--- src/wsd_pkg.sv ---
package wsd_pkg;

   typedef enum logic [2:0] {
      PH_HDR  = 3'd0,
      PH_LEN  = 3'd1,
      PH_EXT  = 3'd2,
      PH_KEY  = 3'd3,
      PH_DATA = 3'd4
   } phase_type;

   localparam logic [1:0] KIND_DATA  = 2'd0;
   localparam logic [1:0] KIND_EMPTY = 2'd1;
   localparam logic [1:0] KIND_CLOSE = 2'd2;
   localparam logic [1:0] KIND_ERROR = 2'd3;

   localparam logic [2:0] ERR_NONE  = 3'd0;
   localparam logic [2:0] ERR_CONT  = 3'd1;
   localparam logic [2:0] ERR_PING  = 3'd2;
   localparam logic [2:0] ERR_PONG  = 3'd3;
   localparam logic [2:0] ERR_BADOP = 3'd4;
   localparam logic [2:0] ERR_LARGE = 3'd5;

   localparam logic [3:0] OP_CONT   = 4'h0;
   localparam logic [3:0] OP_TEXT   = 4'h1;
   localparam logic [3:0] OP_BINARY = 4'h2;
   localparam logic [3:0] OP_CLOSE  = 4'h8;
   localparam logic [3:0] OP_PING   = 4'h9;
   localparam logic [3:0] OP_PONG   = 4'hA;

   localparam logic [6:0] LEN_EXT16 = 7'd126;
   localparam logic [6:0] LEN_EXT64 = 7'd127;

   localparam logic [31:0] MAX_PAYLOAD_RESET = 32'd16328;

   typedef struct packed {
      logic [1:0] kind;
      logic [7:0] payload_byte;
      logic       last_of_frame;
      logic [3:0] frame_opcode;
      logic       fin_flag;
      logic [2:0] error_code;
   } rsp_item_type;

   typedef struct packed {
      logic      halted;
      phase_type phase;
   } front_stat_type;

endpackage

--- src/websocket_frame_deframer_unit.sv ---
// websocket receive deframer for client-to-server frames
// req_ channel: one received byte per transfer on req_tdata. the parser
//   reads the header (fin, opcode, 7/16/64-bit length, 4-byte mask) and
//   unmasks the payload; every byte is taken, one per cycle while the queue has room.
// rsp_ channel: one result per payload byte, one marker for an empty frame,
//   one close event or one error. tuser carries the kind, tlast the end of
//   a frame's payload. after close or any error, bytes are taken and dropped.
// csr_: csr_wen loads csr_wdata as the largest accepted payload length.
// path: a result is written into the queue by the front parse, then moved from
//   the queue into the output register.
// throughput: one byte per cycle while req_tready is high; header bytes give
//   no result but for a close, an error or an empty-frame marker.
// reset: parser returns to the first header byte, the halt is cleared,
//   the queue and output register are emptied, the limit goes to 16328.
// stall: when rsp_tready is low the output register holds, the queue fills
//   (QUEUE_DEPTH entries) and req_tready drops until space returns.
module websocket_frame_deframer_unit #(
   parameter int QUEUE_DEPTH = 2
) (
   input  logic        clock,
   input  logic        reset,
   input  logic        req_tvalid,
   output logic        req_tready,
   input  logic [7:0]  req_tdata,   // [7:0] rx_byte
   output logic        rsp_tvalid,
   input  logic        rsp_tready,
   // [7:0] payload_byte, [11:8] frame_opcode, [12] fin_flag, [15:13] error_code
   output logic [15:0] rsp_tdata,
   output logic [1:0]  rsp_tuser,   // [1:0] kind
   output logic        rsp_tlast,   // last_of_frame
   input  logic        csr_wen,
   input  logic [31:0] csr_wdata
);

   logic                    accept;
   logic                    push;
   logic                    q_full;
   logic                    q_valid;
   logic                    pop;
   wsd_pkg::rsp_item_type   push_item;
   wsd_pkg::rsp_item_type   head_item;
   wsd_pkg::front_stat_type front_stat;

   assign req_tready = !q_full;
   assign accept     = req_tvalid && req_tready;

   wsd_front u_front (
      .clock     (clock),
      .reset     (reset),
      .accept    (accept),
      .rx_byte   (req_tdata),
      .csr_wen   (csr_wen),
      .csr_wdata (csr_wdata),
      .push      (push),
      .item      (push_item),
      .stat      (front_stat)
   );

   wsd_queue #(
      .Depth (QUEUE_DEPTH)
   ) u_queue (
      .clock      (clock),
      .reset      (reset),
      .push       (push),
      .push_item  (push_item),
      .pop        (pop),
      .full       (q_full),
      .head_valid (q_valid),
      .head_item  (head_item)
   );

   wsd_back u_back (
      .clock      (clock),
      .reset      (reset),
      .head_valid (q_valid),
      .head_item  (head_item),
      .pop        (pop),
      .rsp_tvalid (rsp_tvalid),
      .rsp_tready (rsp_tready),
      .rsp_tdata  (rsp_tdata),
      .rsp_tuser  (rsp_tuser),
      .rsp_tlast  (rsp_tlast)
   );

   // once halted the parser must never produce another result
   a_halt_silent : assert property (@(posedge clock) disable iff (reset)
      front_stat.halted |-> !push)
      else $error("result produced after close or error");

   // error code is set exactly on error results
   a_err_code : assert property (@(posedge clock) disable iff (reset)
      rsp_tvalid |-> ((rsp_tuser == wsd_pkg::KIND_ERROR) ==
                      (rsp_tdata[15:13] != wsd_pkg::ERR_NONE)))
      else $error("error code does not match result kind");

   // only payload results carry a data byte
   a_data_zero : assert property (@(posedge clock) disable iff (reset)
      (rsp_tvalid && rsp_tuser != wsd_pkg::KIND_DATA) |-> rsp_tdata[7:0] == 8'd0)
      else $error("non-payload result carries data");

   // a result enters the queue only in the cycle its byte is taken
   a_push_on_accept : assert property (@(posedge clock) disable iff (reset)
      push |-> accept)
      else $error("result produced without an input transfer");

endmodule

--- src/wsd_front.sv ---
module wsd_front (
   input  logic                   clock,
   input  logic                   reset,
   input  logic                   accept,
   input  logic [7:0]             rx_byte,
   input  logic                   csr_wen,
   input  logic [31:0]            csr_wdata,
   output logic                   push,
   output wsd_pkg::rsp_item_type  item,
   output wsd_pkg::front_stat_type stat
);

   wsd_pkg::phase_type phase_ff, phase_in;
   logic        halted_ff, halted_in;
   logic [3:0]  cnt_ff, cnt_in;
   logic [63:0] len_ff, len_in;
   logic [31:0] key_ff, key_in;
   logic [1:0]  idx_ff, idx_in;
   logic [31:0] remain_ff, remain_in;
   logic [3:0]  op_ff, op_in;
   logic        fin_ff, fin_in;
   logic [31:0] max_ff;

   logic [3:0]  op;
   logic        fin;
   logic [6:0]  len7;
   logic [63:0] ext_len;
   logic [31:0] next_key;
   logic [3:0]  cnt_dec;
   logic        too7;
   logic        too_ext;
   logic        last;
   logic [7:0]  key_byte;
   logic        work;

   assign work     = accept && !halted_ff;
   assign op       = rx_byte[3:0];
   assign fin      = rx_byte[7];
   assign len7     = rx_byte[6:0];
   assign ext_len  = {len_ff[55:0], rx_byte};
   assign next_key = {key_ff[23:0], rx_byte};
   assign cnt_dec  = cnt_ff - 4'd1;
   assign too7     = {25'd0, len7} > max_ff;
   assign too_ext  = (|ext_len[63:32]) || (ext_len[31:0] > max_ff);
   assign last     = remain_ff == 32'd1;

   always_comb begin
      case (idx_ff)
         2'd0:    key_byte = key_ff[31:24];
         2'd1:    key_byte = key_ff[23:16];
         2'd2:    key_byte = key_ff[15:8];
         default: key_byte = key_ff[7:0];
      endcase
   end

   // next phase
   always_comb begin
      phase_in = phase_ff;
      if (work) begin
         case (phase_ff)
            wsd_pkg::PH_LEN: begin
               if (len7 == wsd_pkg::LEN_EXT16 || len7 == wsd_pkg::LEN_EXT64) begin
                  phase_in = wsd_pkg::PH_EXT;
               end else if (!too7) begin
                  phase_in = wsd_pkg::PH_KEY;
               end
            end
            wsd_pkg::PH_EXT: begin
               if (cnt_dec == 4'd0 && !too_ext) begin
                  phase_in = wsd_pkg::PH_KEY;
               end
            end
            wsd_pkg::PH_KEY: begin
               if (cnt_dec == 4'd0) begin
                  phase_in = (len_ff == 64'd0) ? wsd_pkg::PH_HDR : wsd_pkg::PH_DATA;
               end
            end
            wsd_pkg::PH_DATA: begin
               if (last) begin
                  phase_in = wsd_pkg::PH_HDR;
               end
            end
            default: begin
               if (op == wsd_pkg::OP_TEXT || op == wsd_pkg::OP_BINARY) begin
                  phase_in = wsd_pkg::PH_LEN;
               end
            end
         endcase
      end
   end

   // datapath and result
   always_comb begin
      halted_in = halted_ff;
      cnt_in    = cnt_ff;
      len_in    = len_ff;
      key_in    = key_ff;
      idx_in    = idx_ff;
      remain_in = remain_ff;
      op_in     = op_ff;
      fin_in    = fin_ff;
      push      = 1'b0;
      item.kind          = wsd_pkg::KIND_DATA;
      item.payload_byte  = 8'd0;
      item.last_of_frame = 1'b0;
      item.frame_opcode  = op_ff;
      item.fin_flag      = fin_ff;
      item.error_code    = wsd_pkg::ERR_NONE;
      if (work) begin
         case (phase_ff)
            wsd_pkg::PH_LEN: begin
               if (len7 == wsd_pkg::LEN_EXT16) begin
                  len_in = 64'd0;
                  cnt_in = 4'd2;
               end else if (len7 == wsd_pkg::LEN_EXT64) begin
                  len_in = 64'd0;
                  cnt_in = 4'd8;
               end else begin
                  len_in = {57'd0, len7};
                  if (too7) begin
                     halted_in       = 1'b1;
                     push            = 1'b1;
                     item.kind       = wsd_pkg::KIND_ERROR;
                     item.error_code = wsd_pkg::ERR_LARGE;
                  end else begin
                     cnt_in = 4'd4;
                  end
               end
            end
            wsd_pkg::PH_EXT: begin
               len_in = ext_len;
               cnt_in = cnt_dec;
               if (cnt_dec == 4'd0) begin
                  if (too_ext) begin
                     halted_in       = 1'b1;
                     push            = 1'b1;
                     item.kind       = wsd_pkg::KIND_ERROR;
                     item.error_code = wsd_pkg::ERR_LARGE;
                  end else begin
                     cnt_in = 4'd4;
                  end
               end
            end
            wsd_pkg::PH_KEY: begin
               key_in = next_key;
               cnt_in = cnt_dec;
               if (cnt_dec == 4'd0) begin
                  idx_in    = 2'd0;
                  remain_in = len_ff[31:0];
                  if (len_ff == 64'd0) begin
                     push               = 1'b1;
                     item.kind          = wsd_pkg::KIND_EMPTY;
                     item.last_of_frame = 1'b1;
                  end
               end
            end
            wsd_pkg::PH_DATA: begin
               push               = 1'b1;
               item.payload_byte  = rx_byte ^ key_byte;
               item.last_of_frame = last;
               remain_in          = remain_ff - 32'd1;
               idx_in             = last ? 2'd0 : idx_ff + 2'd1;
            end
            default: begin
               item.frame_opcode = op;
               item.fin_flag     = fin;
               case (op)
                  wsd_pkg::OP_TEXT, wsd_pkg::OP_BINARY: begin
                     op_in  = op;
                     fin_in = fin;
                  end
                  wsd_pkg::OP_CLOSE: begin
                     halted_in = 1'b1;
                     push      = 1'b1;
                     item.kind = wsd_pkg::KIND_CLOSE;
                  end
                  default: begin
                     halted_in = 1'b1;
                     push      = 1'b1;
                     item.kind = wsd_pkg::KIND_ERROR;
                     case (op)
                        wsd_pkg::OP_CONT: item.error_code = wsd_pkg::ERR_CONT;
                        wsd_pkg::OP_PING: item.error_code = wsd_pkg::ERR_PING;
                        wsd_pkg::OP_PONG: item.error_code = wsd_pkg::ERR_PONG;
                        default:          item.error_code = wsd_pkg::ERR_BADOP;
                     endcase
                  end
               endcase
            end
         endcase
      end
   end

   always_ff @(posedge clock) begin
      if (reset) begin
         phase_ff  <= wsd_pkg::PH_HDR;
         halted_ff <= 1'b0;
         cnt_ff    <= 4'd0;
         idx_ff    <= 2'd0;
         max_ff    <= wsd_pkg::MAX_PAYLOAD_RESET;
      end else begin
         phase_ff  <= phase_in;
         halted_ff <= halted_in;
         cnt_ff    <= cnt_in;
         idx_ff    <= idx_in;
         if (csr_wen) begin
            max_ff <= csr_wdata;
         end
      end
   end

   always_ff @(posedge clock) begin
      len_ff    <= len_in;
      key_ff    <= key_in;
      remain_ff <= remain_in;
      op_ff     <= op_in;
      fin_ff    <= fin_in;
   end

   assign stat.halted = halted_ff;
   assign stat.phase  = phase_ff;

endmodule

--- src/wsd_queue.sv ---
module wsd_queue #(
   parameter int Depth = 2
) (
   input  logic                  clock,
   input  logic                  reset,
   input  logic                  push,
   input  wsd_pkg::rsp_item_type push_item,
   input  logic                  pop,
   output logic                  full,
   output logic                  head_valid,
   output wsd_pkg::rsp_item_type head_item
);

   localparam int PtrW = (Depth > 1) ? $clog2(Depth) : 1;
   localparam int CntW = $clog2(Depth + 1);
   localparam logic [PtrW-1:0] LastPtr = PtrW'(Depth - 1);
   localparam logic [CntW-1:0] FullCnt = CntW'(Depth);

   wsd_pkg::rsp_item_type mem [Depth];
   logic [PtrW-1:0] wr_ptr_ff, wr_ptr_in;
   logic [PtrW-1:0] rd_ptr_ff, rd_ptr_in;
   logic [CntW-1:0] cnt_ff, cnt_in;
   logic            do_push;
   logic            do_pop;

   assign full       = cnt_ff == FullCnt;
   assign head_valid = cnt_ff != '0;
   assign head_item  = mem[rd_ptr_ff];
   assign do_push    = push && !full;
   assign do_pop     = pop && head_valid;

   always_comb begin
      wr_ptr_in = wr_ptr_ff;
      rd_ptr_in = rd_ptr_ff;
      cnt_in    = cnt_ff;
      if (do_push) begin
         wr_ptr_in = (wr_ptr_ff == LastPtr) ? '0 : wr_ptr_ff + 1'b1;
      end
      if (do_pop) begin
         rd_ptr_in = (rd_ptr_ff == LastPtr) ? '0 : rd_ptr_ff + 1'b1;
      end
      if (do_push && !do_pop) begin
         cnt_in = cnt_ff + 1'b1;
      end else if (do_pop && !do_push) begin
         cnt_in = cnt_ff - 1'b1;
      end
   end

   always_ff @(posedge clock) begin
      if (reset) begin
         wr_ptr_ff <= '0;
         rd_ptr_ff <= '0;
         cnt_ff    <= '0;
      end else begin
         wr_ptr_ff <= wr_ptr_in;
         rd_ptr_ff <= rd_ptr_in;
         cnt_ff    <= cnt_in;
      end
   end

   always_ff @(posedge clock) begin
      if (do_push) begin
         mem[wr_ptr_ff] <= push_item;
      end
   end

endmodule

--- src/wsd_back.sv ---
module wsd_back (
   input  logic                  clock,
   input  logic                  reset,
   input  logic                  head_valid,
   input  wsd_pkg::rsp_item_type head_item,
   output logic                  pop,
   output logic                  rsp_tvalid,
   input  logic                  rsp_tready,
   output logic [15:0]           rsp_tdata,
   output logic [1:0]            rsp_tuser,
   output logic                  rsp_tlast
);

   logic                  valid_ff, valid_in;
   wsd_pkg::rsp_item_type out_ff;

   // refill the output register when it is empty or being taken
   assign pop = head_valid && (!valid_ff || rsp_tready);

   always_comb begin
      valid_in = valid_ff;
      if (pop) begin
         valid_in = 1'b1;
      end else if (rsp_tready) begin
         valid_in = 1'b0;
      end
   end

   always_ff @(posedge clock) begin
      if (reset) begin
         valid_ff <= 1'b0;
      end else begin
         valid_ff <= valid_in;
      end
   end

   always_ff @(posedge clock) begin
      if (pop) begin
         out_ff <= head_item;
      end
   end

   assign rsp_tvalid = valid_ff;
   assign rsp_tuser  = out_ff.kind;
   assign rsp_tlast  = out_ff.last_of_frame;
   assign rsp_tdata  = {out_ff.error_code, out_ff.fin_flag, out_ff.frame_opcode,
                        out_ff.payload_byte};

endmodule
--- config.mk ---
export PLATFORM = sky130hd
export DESIGN_NAME = websocket_frame_deframer_unit
export DESIGN_NICKNAME = d
export VERILOG_FILES = /design/src/wsd_pkg.sv /design/src/websocket_frame_deframer_unit.sv /design/src/wsd_front.sv /design/src/wsd_queue.sv /design/src/wsd_back.sv
export SDC_FILE = /design/constraint.sdc
export NUM_CORES = 1
export LEC_CHECK = 0
export ABC_AREA = 1
export BUFFER_PORTS_ARGS = -buffer_cell sky130_fd_sc_hd__buf_2
export CORE_MARGIN = 8
export CORE_UTILIZATION = 55
export DETAILED_ROUTE_END_ITERATION = 8
export PLACE_DENSITY = 0.76
export SYNTH_ARGS = -nofsm -noshare
export SYNTH_HDL_FRONTEND = slang
export SYNTH_SLANG_ARGS = --single-unit
--- constraint.sdc ---
create_clock -name clock -period 4.29 [get_ports clock]
set_clock_uncertainty 0.05 [all_clocks]
set_input_delay 0.858 -clock clock [delete_from_list [all_inputs] [get_ports clock]]
set_output_delay 0.858 -clock clock [all_outputs]
set_load 0.03 [all_outputs]
==> results by group, run 1 <==
Flow run
  • Total of max-cap violations: 0

Setup path
  • Startpoint Class: register
  • CP max stage cell: inv_1
  • Critical path's top delay family: buffers and inverters
  • CP required: 4390 ps
  • Critical Path Max Stage Delay: 550 ps
  • Setup crit start: u_front.phase_ff[2]
  • Worst path bufs/invs: 4
  • Crit end category: register
  • Arr. time, crit path: 3100 ps
  • WS Path Type: reg -> reg
  • Cells along the critical path: inv_1 > nor3_4 > buf_4 > inv_2 > nand2_2 > nor2_4 > a21oi_1 > nand3_1 > inv_1
  • Worst R2R Start: u_front.phase_ff[2]
  • CP max FO: 37
  • Most used cell, CP: inv_1

Drt
  • Total Routed Length: 22.4 mm
  • Post-DRT Antenna Nets: 0
  • Pre-Repair DR Iteration Count: 5
  • Post-route DRC: 0
  • Via density: 5.35
  • Initial DRC count: 657
  • Wirelength per Cell: 15.2 um
  • Via count: 7915

Layout
  • Final core occ: 62.0%
  • Layout cells sized above 1: 12.3%
  • Synth-to-Final Area Change: 11.9%
  • Final net count: 1281
  • Antenna fix cells: 0
  • Fill cell total of the finished layout: 1638

Floorplan
  • Die X: 158 um
  • Die ar.: 0.0249 mm2
  • Die Span Y: 158 um
  • Starting density of the core: 55.4%
  • Cell Rows: 52
  • Top-Level Pins: 66
  • Total core area: 0.0200 mm2

Hold path
  • Hold path start: u_front.key_ff[20]
  • Min-Delay Path Class: reg -> reg

STA
  • TNS Setup: 0 ps
  • Fin crit share: 70.1%
  • Final Max Tran Viols: 0
  • Tmin final: 3010 ps
  • Worst slew pin tran: 976 ps
  • Slew HR: 34.5%
  • Fmax: 0.333 GHz
  • RSZ-0062 raised after global routing: no
  • Final Hold Fails: 0
  • Final setup violation count: 0
  • Post-route setup slack: 1280 ps

Yosys
  • Distinct cells, synth: 42
  • Register area share after synthesis: 60.0%
  • Synth Area in Adders: 4.63%
  • Dominant synthesized flop cell: edfxtp_1
  • Simple-gate share of the synthesized area: 17.1%
  • Async set-reset flop share out of synthesis: 0%
  • Area contributors post-synth: edfxtp_1, dfxtp_1, nand2_1, inv_1, nor2_1
  • Area share of the largest cell type after synthesis: 51.5%
  • Synth Area in Compound Gates: 9.23%
  • Synth area leader: edfxtp_1
  • #FFs+latches synth: 237
  • Mapped Nets: 1214
  • Synthesized area: 0.0111 mm2
  • Synth warn: 0
  • Largest family of logic cells by synthesized area: simple AND/OR/NAND/NOR gates
  • Number of synthesized flops with an enable pin: 190
  • Top cells by count, synth: edfxtp_1, nand2_1, inv_1
  • Cell count after synthesis: 1128
  • XOR/XNOR share of the synthesized area: 1.82%
  • Mux cell area share after synthesis: 0.0904%
  • Top-count cell post-synth: edfxtp_1
  • Avg Cell Area, Syn: 9.81 um2

Clocking
  • Root Buffer: clkbuf_16
  • Clock Tree Buf Depth: 3
  • H-Tree Depth: 1
  • Worst-path clk slew: 60 ps
  • Post-CTS Hold Fix Bufs: 0
  • CTS Buf Count: 24
  • CTS tree: yes
  • Setup bufs post-CTS: 0
  • Clock Sinks: 237
  • CTS resizes: 0
  • Skew-Pair Late Insertion Delay: 520 ps

Global routing
  • Largest net degree at the start of global routing: 65
  • Initial antenna violation count: 0
  • First-pass GRT wire length: 37.2 mm
  • Vias in the first global route: 7591
  • Grt ovf: 0
  • Gr usage total: 18.5%

Power
  • Cell area power density: 584 mW/mm2
  • Leakage: 5.11 nW
  • Post-layout power: 0.00724 W
  • Maximum VDD drop: 0.362 mV

Placement
  • Dpl ws: 845 ps
  • Final weighted congestion in routability-driven placement: 0.862
  • HPWL Detailed: 15.9 mm
  • PortBufs: 65

Run status
  • Run status: complete, no violations
[placed cells by master (no fill, tap or decap), types with 4 or more instances in the layout]
cell type  instances
a211oi_1           6
a21oi_1           65
a22o_1             4
a22oi_1            6
a31oi_1           10
buf_2             65
buf_4              7
clkbuf_1           8
clkbuf_16         24
clkinv_1           9
dfxtp_1           47
edfxtp_1         190
ha_1              41
inv_1            156
inv_2             16
nand2_1          188
nand2_2            4
nand3_1           23
nand4_1           15
nor2_1           135
nor2_2            12
nor2_4             6
nor3_1            18
nor3_2             4
nor4_1            16
o21ai_0           72
o21ai_1           13
o22ai_1            5
xnor2_1            5
xor2_1            18
[per-stage QoR]
stage | std cells | hold slack, ps | instance area (um2)
6_report | 1480 | 398 | 12400
5_1_grt | 1480 | 417 | 12400
4_1_cts | 1480 | 398 | 12400
3_5_place_dp | 1439 | 384 | 11700
3_3_place_gp | 1439 | 379 | 11700
2_1_floorplan | 1128 | 371 | 11100
[state kept, by name, indices dropped and copies added (netlist names), 2 cells and up]
signal	cells
u_front.len_ff	64
u_queue.mem	38
u_front.key_ff	32
u_front.max_ff	32
u_front.remain_ff	32
u_back.rsp_tdata	16
u_front.cnt_ff	4
u_front.op_ff	4
u_front.phase_ff	3
u_back.rsp_tuser	2
u_front.idx_ff	2
u_queue.cnt_ff	2
[per-layer routing]
| layer | vias up | share of wire, % | track usage (%) |
|---|---|---|---|
| met3 | 39 | 6.2 | 2.35 |
| met4 | 0 | 2.2 | 5.58 |
| li1 | 3930 | - | - |
| met2 | 232 | 46 | 30.0 |
| met5 | - | 0 | 0 |
| met1 | 3714 | 46 | 25.6 |
[cells by family (layout without fill, tap and decap cells)]
logic type | after synthesis | after routing
DFF | 237 | 237
adders and majority gates | 41 | 41
buffers and inverters | 207 | 289
xor gates and xnor gates | 23 | 23
AOI/OAI and AO/OA | 188 | 188
and+or+nand+nor | 431 | 431
muxes | 1 | 1
[worst reg2reg max path: cells and delay by family (launching register included)]
kind / cells / cell delay (ps)
buf+inv: 4 / 1340
simple gates: 4 / 540
flops: 1 / 400
compound gates: 1 / 290
[where the power goes]
group | leakage, nW | total [W] | internal, W | switching (W)
Combinational | 2.63 | 0.00196 | 0.000564 | 0.00140
Sequential | 2.14 | 0.00337 | 0.00314 | 0.000225
Clock | 0.340 | 0.00191 | 0.00109 | 0.000819
[path summary, 6_finish.rpt]
check                                     endpoint  slack, ps  cells past startpoint
worst min register to register  u_front.key_ff[28]        400                      0
worst max register to register  u_queue.mem[1][14]       1280                      9
worst min-delay path            u_front.key_ff[28]        400                      0
worst max-delay path            u_queue.mem[1][14]       1280                      9
[area by class of cell]
type	count	area (um2)	share of cell area, %
tap	270	338	2.73
multi-input combinational	684	3660	29.5
timing repair buffer	72	378	3.05
inverter	176	666	5.37
clock inverter	9	73.8	0.596
clock buffer	32	631	5.09
sequential	237	6650	53.7
Power figures use the tool's default switching activity.
==> run 2, diff against run 1 <==
- clock period: 4.29 -> 2.55 ns (I/O delays scaled with it)
==> run 2 against run 1 <==
Net effect:
- the run now ends with setup timing left
- largest cell class unchanged
- cell area increased by 8.7%
- first-iteration DRC count decreased by 15%
- flip-flop and latch count unchanged
==> results by group, run 2 (synthesis gave the netlist of run 1 again) <==
Setup path
  • Setup crit start: u_front.len_ff[15] (was u_front.phase_ff[2])
  • Worst R2R Start: u_front.len_ff[15] (was u_front.phase_ff[2])
  • Crit end category: register (unchanged)
  • Reg-to-Reg End: u_queue.mem[1][10] (was u_queue.mem[1][14])
  • WS Path Type: reg -> reg (unchanged)
  • Startpoint Class: register (unchanged)
  • Cells along the critical path: ha_4 > nand2_2 > nor2_2 > nand4_1 > nor2_1 > nand2_1 > nand2_1 > nand2_2 > nand2_2 > nand3_2 > nand4_1 > buf_4 > buf_4 > nand3_2 > inv_4 > clkbuf_16 (was inv_1 > nor3_4 > buf_4 > inv_2 > nand2_2 > nor2_4 > a21oi_1 > nand3_1 > inv_1)
  • Cells on worst reg2reg path: 16 (was 9)
  • Register-to-register setup slack: -140 ps (was 1280 ps)
  • Arr. time, crit path: 2880 ps (was 3100 ps)
  • CP max stage cell: edfxtp_1 (was inv_1)
  • Most used cell, CP: nand2_2 (was inv_1)
  • CP required: 2740 ps (was 4390 ps)
  • Worst path bufs/invs: 4 (unchanged)
  • Critical Path Max Stage Delay: 430 ps (was 550 ps)
  • Critical path endpoint: u_queue.mem[1][10] (was u_queue.mem[1][14])
  • CP max FO: 5 (was 37)
  • Crit path depth: 16 (was 9)
  • Critical path's top delay family: simple AND/OR/NAND/NOR gates (was buffers and inverters)

Clocking
  • Worst-path clk slew: 60 ps (about the same)
  • H-Tree Depth: 1 (unchanged)
  • Clock Sinks: 237 (unchanged)
  • Root Buffer: clkbuf_16 (unchanged)
  • Clock Tree Buf Depth: 3 (unchanged)
  • CTS tree: yes (unchanged)
  • CTS Buf Count: 25 (was 24)
  • Skew-Pair Late Insertion Delay: 520 ps (about the same)

Drt
  • Pre-Repair DR Iteration Count: 5 (unchanged)
  • Post-route DRC: 0 (unchanged)
  • Initial DRC count: 559 (was 657)
  • Via count: 8286 (was 7915)
  • Total Routed Length: 23.8 mm (was 22.4 mm)
  • Post-DRT Antenna Nets: 0 (unchanged)
  • Wirelength per Cell: 15.1 um (was 15.2 um)
  • Via density: 5.25 (was 5.35)

Run status
  • Run status: finished with violations (was complete, no violations)
  • Failing checks: setup timing

Global routing
  • Largest net degree at the start of global routing: 65 (unchanged)
  • Gr usage total: 19.4% (was 18.5%)
  • Initial antenna violation count: 0 (unchanged)
  • Vias in the first global route: 8184 (was 7591)
  • First-pass GRT wire length: 38.9 mm (was 37.2 mm)
  • Grt ovf: 0 (unchanged)

Layout
  • Fill cell total of the finished layout: 1481 (was 1638)
  • Most common cell after layout, fill and taps aside: edfxtp_1 (unchanged)
  • Final net count: 1376 (was 1281)
  • Reg area: 0.00665 mm2 (unchanged)
  • Synth-to-Final Area Change: 21.7% (was 11.9%)
  • Largest register FFs: 64 (unchanged)
  • Biggest register: u_front.len_ff (unchanged)
  • Largest registers: u_front.len_ff (64), u_queue.mem (38) (unchanged)
  • Layout cells sized above 1: 21.9% (was 12.3%)
  • Commonest cells after routing, fill and taps aside: edfxtp_1, nand2_1, inv_1, nor2_1, buf_4 (was edfxtp_1, nand2_1, inv_1, nor2_1, o21ai_0)
  • Antenna fix cells: 0 (unchanged)
  • Multi-input logic area: 0.00386 mm2 (was 0.00366 mm2)

Floorplan
  • Die ar.: 0.0249 mm2 (unchanged)
  • Die X: 158 um (unchanged)
  • Top-Level Pins: 66 (unchanged)
  • Die Span Y: 158 um (unchanged)
  • Total core area: 0.0200 mm2 (unchanged)
  • Starting density of the core: 55.4% (unchanged)
  • Cell Rows: 52 (unchanged)

STA
  • RSZ-0062 raised after global routing: yes (was no)
  • Fmax: 0.372 GHz (was 0.333 GHz)
  • Post-route setup slack: -137 ps (was 1280 ps)
  • Tmin final: 2690 ps (was 3010 ps)
  • Worst slew pin tran: 814 ps (was 976 ps)
  • Fin crit share: 105% (was 70.1%)
  • Final setup violation count: 40 (was 0)
  • Final Max Tran Viols: 0 (unchanged)
  • Worst Hold Margin: 151 ps (was 398 ps)
  • TNS Setup: -3320 ps (was 0 ps)
  • Final Hold Fails: 0 (unchanged)
  • Slew HR: 45.7% (was 34.5%)

Power
  • Cell area power density: 966 mW/mm2 (was 584 mW/mm2)
  • Maximum VDD drop: 0.665 mV (was 0.362 mV)
  • Leakage: 5.63 nW (was 5.11 nW)

Placement
  • HPWL Detailed: 16.4 mm (was 15.9 mm)
  • PortBufs: 65 (unchanged)
  • Final weighted congestion in routability-driven placement: 0.850 (was 0.862)

Flow run
  • Total of max-cap violations: 0 (unchanged)

Hold path
  • Min-Delay Path Class: in -> reg (was reg -> reg)
  • Hold path start: csr_wdata[10] (was u_front.key_ff[20])
[run 2: worst min-delay path, stage by stage]
cell     delay (ps)
buf_2            80
a21oi_1          50
o21ai_0          50
[run 2: where the power goes]
group	total, W	internal, W	switching (W)
Sequential	0.00559	0.00528	0.000315
Combinational	0.00397	0.00135	0.00262
Clock	0.00344	0.00200	0.00144
Total	0.0130	0.00863	0.00438
[run 2: metrics by stage]
step | setup slack (ps) | utilization [%] | power [W] | cells | area (um2)
after floorplan | 35.9 | - | 0.00815 | 1128 | 11100
after global placement | -233 | 62.1 | 0.00923 | 1523 | 12400
after detailed placement | -291 | 62.1 | 0.00936 | 1523 | 12400
after CTS | -61.8 | 66.1 | 0.0128 | 1570 | 13200
after global routing | -293 | 67.4 | 0.0137 | 1579 | 13500
final | -137 | 67.4 | 0.0130 | 1579 | 13500
[run 2: area by class of cell]
type                       count  share of cell area [%]
clock buffer                  30                    4.78
tap                          270                    2.51
sequential                   237                    49.4
multi-input combinational    684                    28.7
timing repair buffer         166                    8.71
inverter                     176                    4.96
clock inverter                16                   0.985
[run 2: routing by layer]
metal / routed length [um] / vias to the layer above / track usage (%)
li1: - / 4120 / -
met1: 10600 / 3884 / 25.7
met2: 11400 / 240 / 32.7
met3: 1300 / 42 / 2.76
met4: 533 / 0 / 5.49
met5: 0 / - / 0
[run 2: worst min path at each step]
stage                    endpoint  slack (ps)  cells past startpoint
6_report       u_front.max_ff[10]         150                      3
5_1_grt        u_front.max_ff[10]         150                      3
4_1_cts        u_front.max_ff[10]         140                      3
3_5_place_dp   u_front.key_ff[10]         380                      0
3_3_place_gp   u_front.key_ff[10]         380                      0
2_1_floorplan  u_front.key_ff[10]         370                      0
[run 2: what timing repair did]
action,CTS,global route
cloned,0,3
hold buffers,0,0
pin swaps,2,21
setup buffers,1,7
resized for setup,5,33
endpoints found under the setup margin,21,49
==> run 3, diff against run 2 <==
- ABC_AREA: 1 -> not set
==> run 3 against run 2 <==
Net effect:
- the run still ends with setup timing left
- fmax decreased by 9.2%
- worst hold slack got worse by 3.3 ps
- setup slack got worse by 270 ps
- sequential share of layout area decreased by 1.4 points
- sequential power decreased by 12%
- clock-buffer cell count unchanged
- routed wire length increased by 2.2%
- flip-flop and latch count unchanged
- synthesized area decreased by 1.3%
- synthesized cell count decreased by 20%
- largest power group unchanged
==> results by group, run 3 <==
Placement
  • Cells after DPL: 1324 (was 1523)
  • Final weighted congestion in routability-driven placement: 0.948 (was 0.850)
  • HPWL Detailed: 16.5 mm (was 16.4 mm)
  • PortBufs: 65 (unchanged)

Floorplan
  • Starting density of the core: 56.1% (was 55.4%)
  • Die Span Y: 157 um (was 158 um)
  • Top-Level Pins: 66 (unchanged)
  • Cell Rows: 51 (was 52)
  • Die X: 157 um (was 158 um)
  • Total core area: 0.0195 mm2 (was 0.0200 mm2)
  • Die ar.: 0.0246 mm2 (was 0.0249 mm2)

Yosys
  • Area contributors post-synth: edfxtp_1, dfxtp_1, ha_1, and2_1, xnor2_1 (was edfxtp_1, dfxtp_1, nand2_1, inv_1, nor2_1)
  • Synth warn: 0 (unchanged)
  • Top cells by count, synth: edfxtp_1, nand2_1, nor2_1 (was edfxtp_1, nand2_1, inv_1)
  • Async set-reset flop share out of synthesis: 0% (unchanged)
  • Synth Area in Compound Gates: 7.48% (was 9.23%)
  • XOR/XNOR share of the synthesized area: 3.45% (was 1.82%)
  • Synth area leader: edfxtp_1 (unchanged)
  • Register area share after synthesis: 60.9% (was 60.0%)
  • Synth Area in Adders: 4.70% (was 4.63%)
  • Simple-gate share of the synthesized area: 15.4% (was 17.1%)
  • Distinct cells, synth: 63 (was 42)
  • Area share of the largest cell type after synthesis: 52.2% (was 51.5%)
  • Largest family of logic cells by synthesized area: simple AND/OR/NAND/NOR gates (unchanged)
  • #FFs+latches synth: 237 (unchanged)
  • Mapped Nets: 990 (was 1214)
  • Synthesized area: 0.0109 mm2 (was 0.0111 mm2)
  • Mux cell area share after synthesis: 5.04% (was 0.0904%)
  • Number of synthesized flops with an enable pin: 190 (unchanged)
  • Top-count cell post-synth: edfxtp_1 (unchanged)
  • Dominant synthesized flop cell: edfxtp_1 (unchanged)
  • Cell count after synthesis: 904 (was 1128)
  • Avg Cell Area, Syn: 12.1 um2 (was 9.81 um2)

Clocking
  • Root Buffer: clkbuf_16 (unchanged)
  • Clock Sinks: 237 (unchanged)
  • Skew-Pair Late Insertion Delay: 520 ps (about the same)
  • Clock Tree Buf Depth: 3 (unchanged)
  • CTS Buf Count: 25 (unchanged)
  • Worst-path clk slew: 60 ps (about the same)
  • H-Tree Depth: 1 (unchanged)
  • CTS tree: yes (unchanged)

Power
  • Maximum VDD drop: 0.586 mV (was 0.665 mV)
  • Leakage: 5.27 nW (was 5.63 nW)
  • Cell area power density: 760 mW/mm2 (was 966 mW/mm2)

Setup path
  • Critical Path Max Stage Delay: 400 ps (was 430 ps)
  • CP required: 2950 ps (was 2740 ps)
  • Register-to-register setup slack: -410 ps (was -140 ps)
  • Worst path bufs/invs: 2 (was 4)
  • Cells along the critical path: ha_1 > nand4_1 > nor4_2 > buf_4 > o31a_1 > o21ai_2 > o2111a_2 > or2_4 > inv_2 > ha_4 > or3_1 > a21oi_1 (was ha_4 > nand2_2 > nor2_2 > nand4_1 > nor2_1 > nand2_1 > nand2_1 > nand2_2 > nand2_2 > nand3_2 > nand4_1 > buf_4 > buf_4 > nand3_2 > inv_4 > clkbuf_16)
  • CP max stage cell: edfxtp_1 (unchanged)
  • CP max FO: 3 (was 5)
  • Startpoint Class: register (unchanged)
  • Arr. time, crit path: 3360 ps (was 2880 ps)
  • Crit end category: register (unchanged)
  • Reg-to-Reg End: u_queue.cnt_ff[1] (was u_queue.mem[1][10])
  • Worst R2R Start: u_front.len_ff[22] (was u_front.len_ff[15])
  • Critical path's top delay family: simple AND/OR/NAND/NOR gates (unchanged)
  • WS Path Type: reg -> reg (unchanged)
  • Cells on worst reg2reg path: 12 (was 16)

Drt
  • Total Routed Length: 24.3 mm (was 23.8 mm)
  • Wirelength per Cell: 17.4 um (was 15.1 um)
  • Initial DRC count: 657 (was 559)
  • Post-DRT Antenna Nets: 0 (unchanged)
  • Via count: 7651 (was 8286)
  • Via density: 5.48 (was 5.25)
  • Pre-Repair DR Iteration Count: 6 (was 5)
  • Post-route DRC: 0 (unchanged)

Layout
  • Final core occ: 71.2% (was 67.4%)
  • Final net count: 1200 (was 1376)
  • Most common cell after layout, fill and taps aside: edfxtp_1 (unchanged)
  • Post-Layout Cell Count: 1397 (was 1579)
  • Layout cells sized above 1: 30.7% (was 21.9%)
  • Synth-to-Final Area Change: 26.9% (was 21.7%)
  • Biggest register: u_front.len_ff (unchanged)
  • Largest registers: u_front.len_ff (64), u_queue.mem (38) (unchanged)
  • Fill cell total of the finished layout: 1330 (was 1481)
  • Commonest cells after routing, fill and taps aside: edfxtp_1, buf_4, nand2_1, nor2_1, buf_2 (was edfxtp_1, nand2_1, inv_1, nor2_1, buf_4)
  • Largest register FFs: 64 (unchanged)
  • Antenna fix cells: 0 (unchanged)

Hold path
  • Hold Path Sink: u_front.max_ff[9] (was u_front.max_ff[10])
  • Min-Delay Path Class: in -> reg (unchanged)
  • Hold path start: csr_wdata[9] (was csr_wdata[10])
  • Hold path depth: 3 (unchanged)

STA
  • Worst Hold Margin: 148 ps (was 151 ps)
  • Final Hold Fails: 0 (unchanged)
  • RSZ-0062 raised after global routing: yes (unchanged)
  • Slew HR: 62.9% (was 45.7%)
  • Fin crit share: 116% (was 105%)
  • Tmin final: 2960 ps (was 2690 ps)
  • Final Max Tran Viols: 0 (unchanged)
  • Final setup violation count: 44 (was 40)
  • Fmax: 0.338 GHz (was 0.372 GHz)
  • TNS Setup: -13440 ps (was -3320 ps)
  • Worst slew pin tran: 555 ps (was 814 ps)
  • Post-route setup slack: -409 ps (was -137 ps)

Global routing
  • Largest net degree at the start of global routing: 65 (unchanged)
  • First-pass GRT wire length: 37.8 mm (was 38.9 mm)
  • Gr usage total: 19.2% (was 19.4%)
  • Vias in the first global route: 7564 (was 8184)
  • Initial antenna violation count: 0 (unchanged)
  • Grt ovf: 0 (unchanged)

Flow run
  • Total of max-cap violations: 0 (unchanged)

Run status
  • Run status: finished with violations (unchanged)
  • Failing checks: setup timing (unchanged)
[run 3: changes by cell type after synthesis, sizes merged, moves of 24 or more]
cell,change
o21ai,-32
mux2i,+27
nor2,-78
mux2,+24
nand2,-117
and2,+59
xnor2,+28
inv,-127
a21oi,-38
[run 3: kinds of logic after synthesis]
kind of cell               after synthesis
DFF                                    237
and+or+nand+nor                        318
buffers and inverters                   83
muxes                                   52
xor gates and xnor gates                43
AOI/OAI and AO/OA                      130
adders and majority gates               41
[run 3: layout make-up]
class                           count  area, um2  share of cell area, %
Sequential cell                   237       6650                   48.0
Multi-Input combinational cell    584       4360                   31.4
Timing Repair Buffer              220       1610                   11.6
Clock buffer                       30        644                   4.65
Tap cell                          265        332                   2.39
Inverter                           46        180                   1.30
Clock inverter                     15       92.6                  0.668
[run 3: worst register-to-register path: cells and delay by family (launching register included)]
kind,cells,cell delay (ps)
adder cells (fa/ha/maj),2,520
flip-flops,1,400
AND/OR/NAND/NOR,4,1070
buffers and inverters,2,230
AO/OA/AOI/OAI,4,600
[run 3: worst max-delay path by stage]
stage | start | endpoint | slack, ps | cells after the start
after global placement | req_tdata[7] | u_queue.cnt_ff[1] | -480 | 14
final | u_front.len_ff[22] | u_queue.cnt_ff[1] | -410 | 12
after floorplan | u_queue.cnt_ff[0] | u_front.cnt_ff[2] | -490 | 8
after global routing | u_front.max_ff[9] | u_queue.cnt_ff[1] | -490 | 14
after CTS | u_front.len_ff[22] | u_queue.cnt_ff[1] | -370 | 12
after detailed placement | req_tdata[1] | u_queue.cnt_ff[1] | -480 | 13
[run 3: report_power, final]
group          switching [W]  internal (W)
clock network        0.00142       0.00189
logic                0.00128       0.00101
registers           0.000176       0.00476
[run 3: through the flow]
stage / power, W / area, um2 / setup WS [ps]
after floorplan: 0.00633 / 11100 / -492
after global placement: 0.00703 / 12600 / -476
after detailed placement: 0.00711 / 12600 / -483
after CTS: 0.0106 / 13500 / -371
after global routing: 0.0110 / 13900 / -491
final: 0.0105 / 13900 / -409
[run 3: layer usage]
metal	vias to the layer above	GRT usage (%)	share of wire, %
met5	-	0	0
met2	259	32.6	48
met4	0	5.58	2.5
met3	48	2.85	6.9
met1	3640	25.3	42
li1	3704	-	-
[run 3: timing repair]
action | CTS | global route
hold buffers | 0 | 0
gates cloned | 2 | 1
resized for setup | 11 | 42
setup buffers | 8 | 18
endpoints found under the hold margin | 0 | 0
endpoints found under the setup margin | 44 | 61
pin swaps | 6 | 28
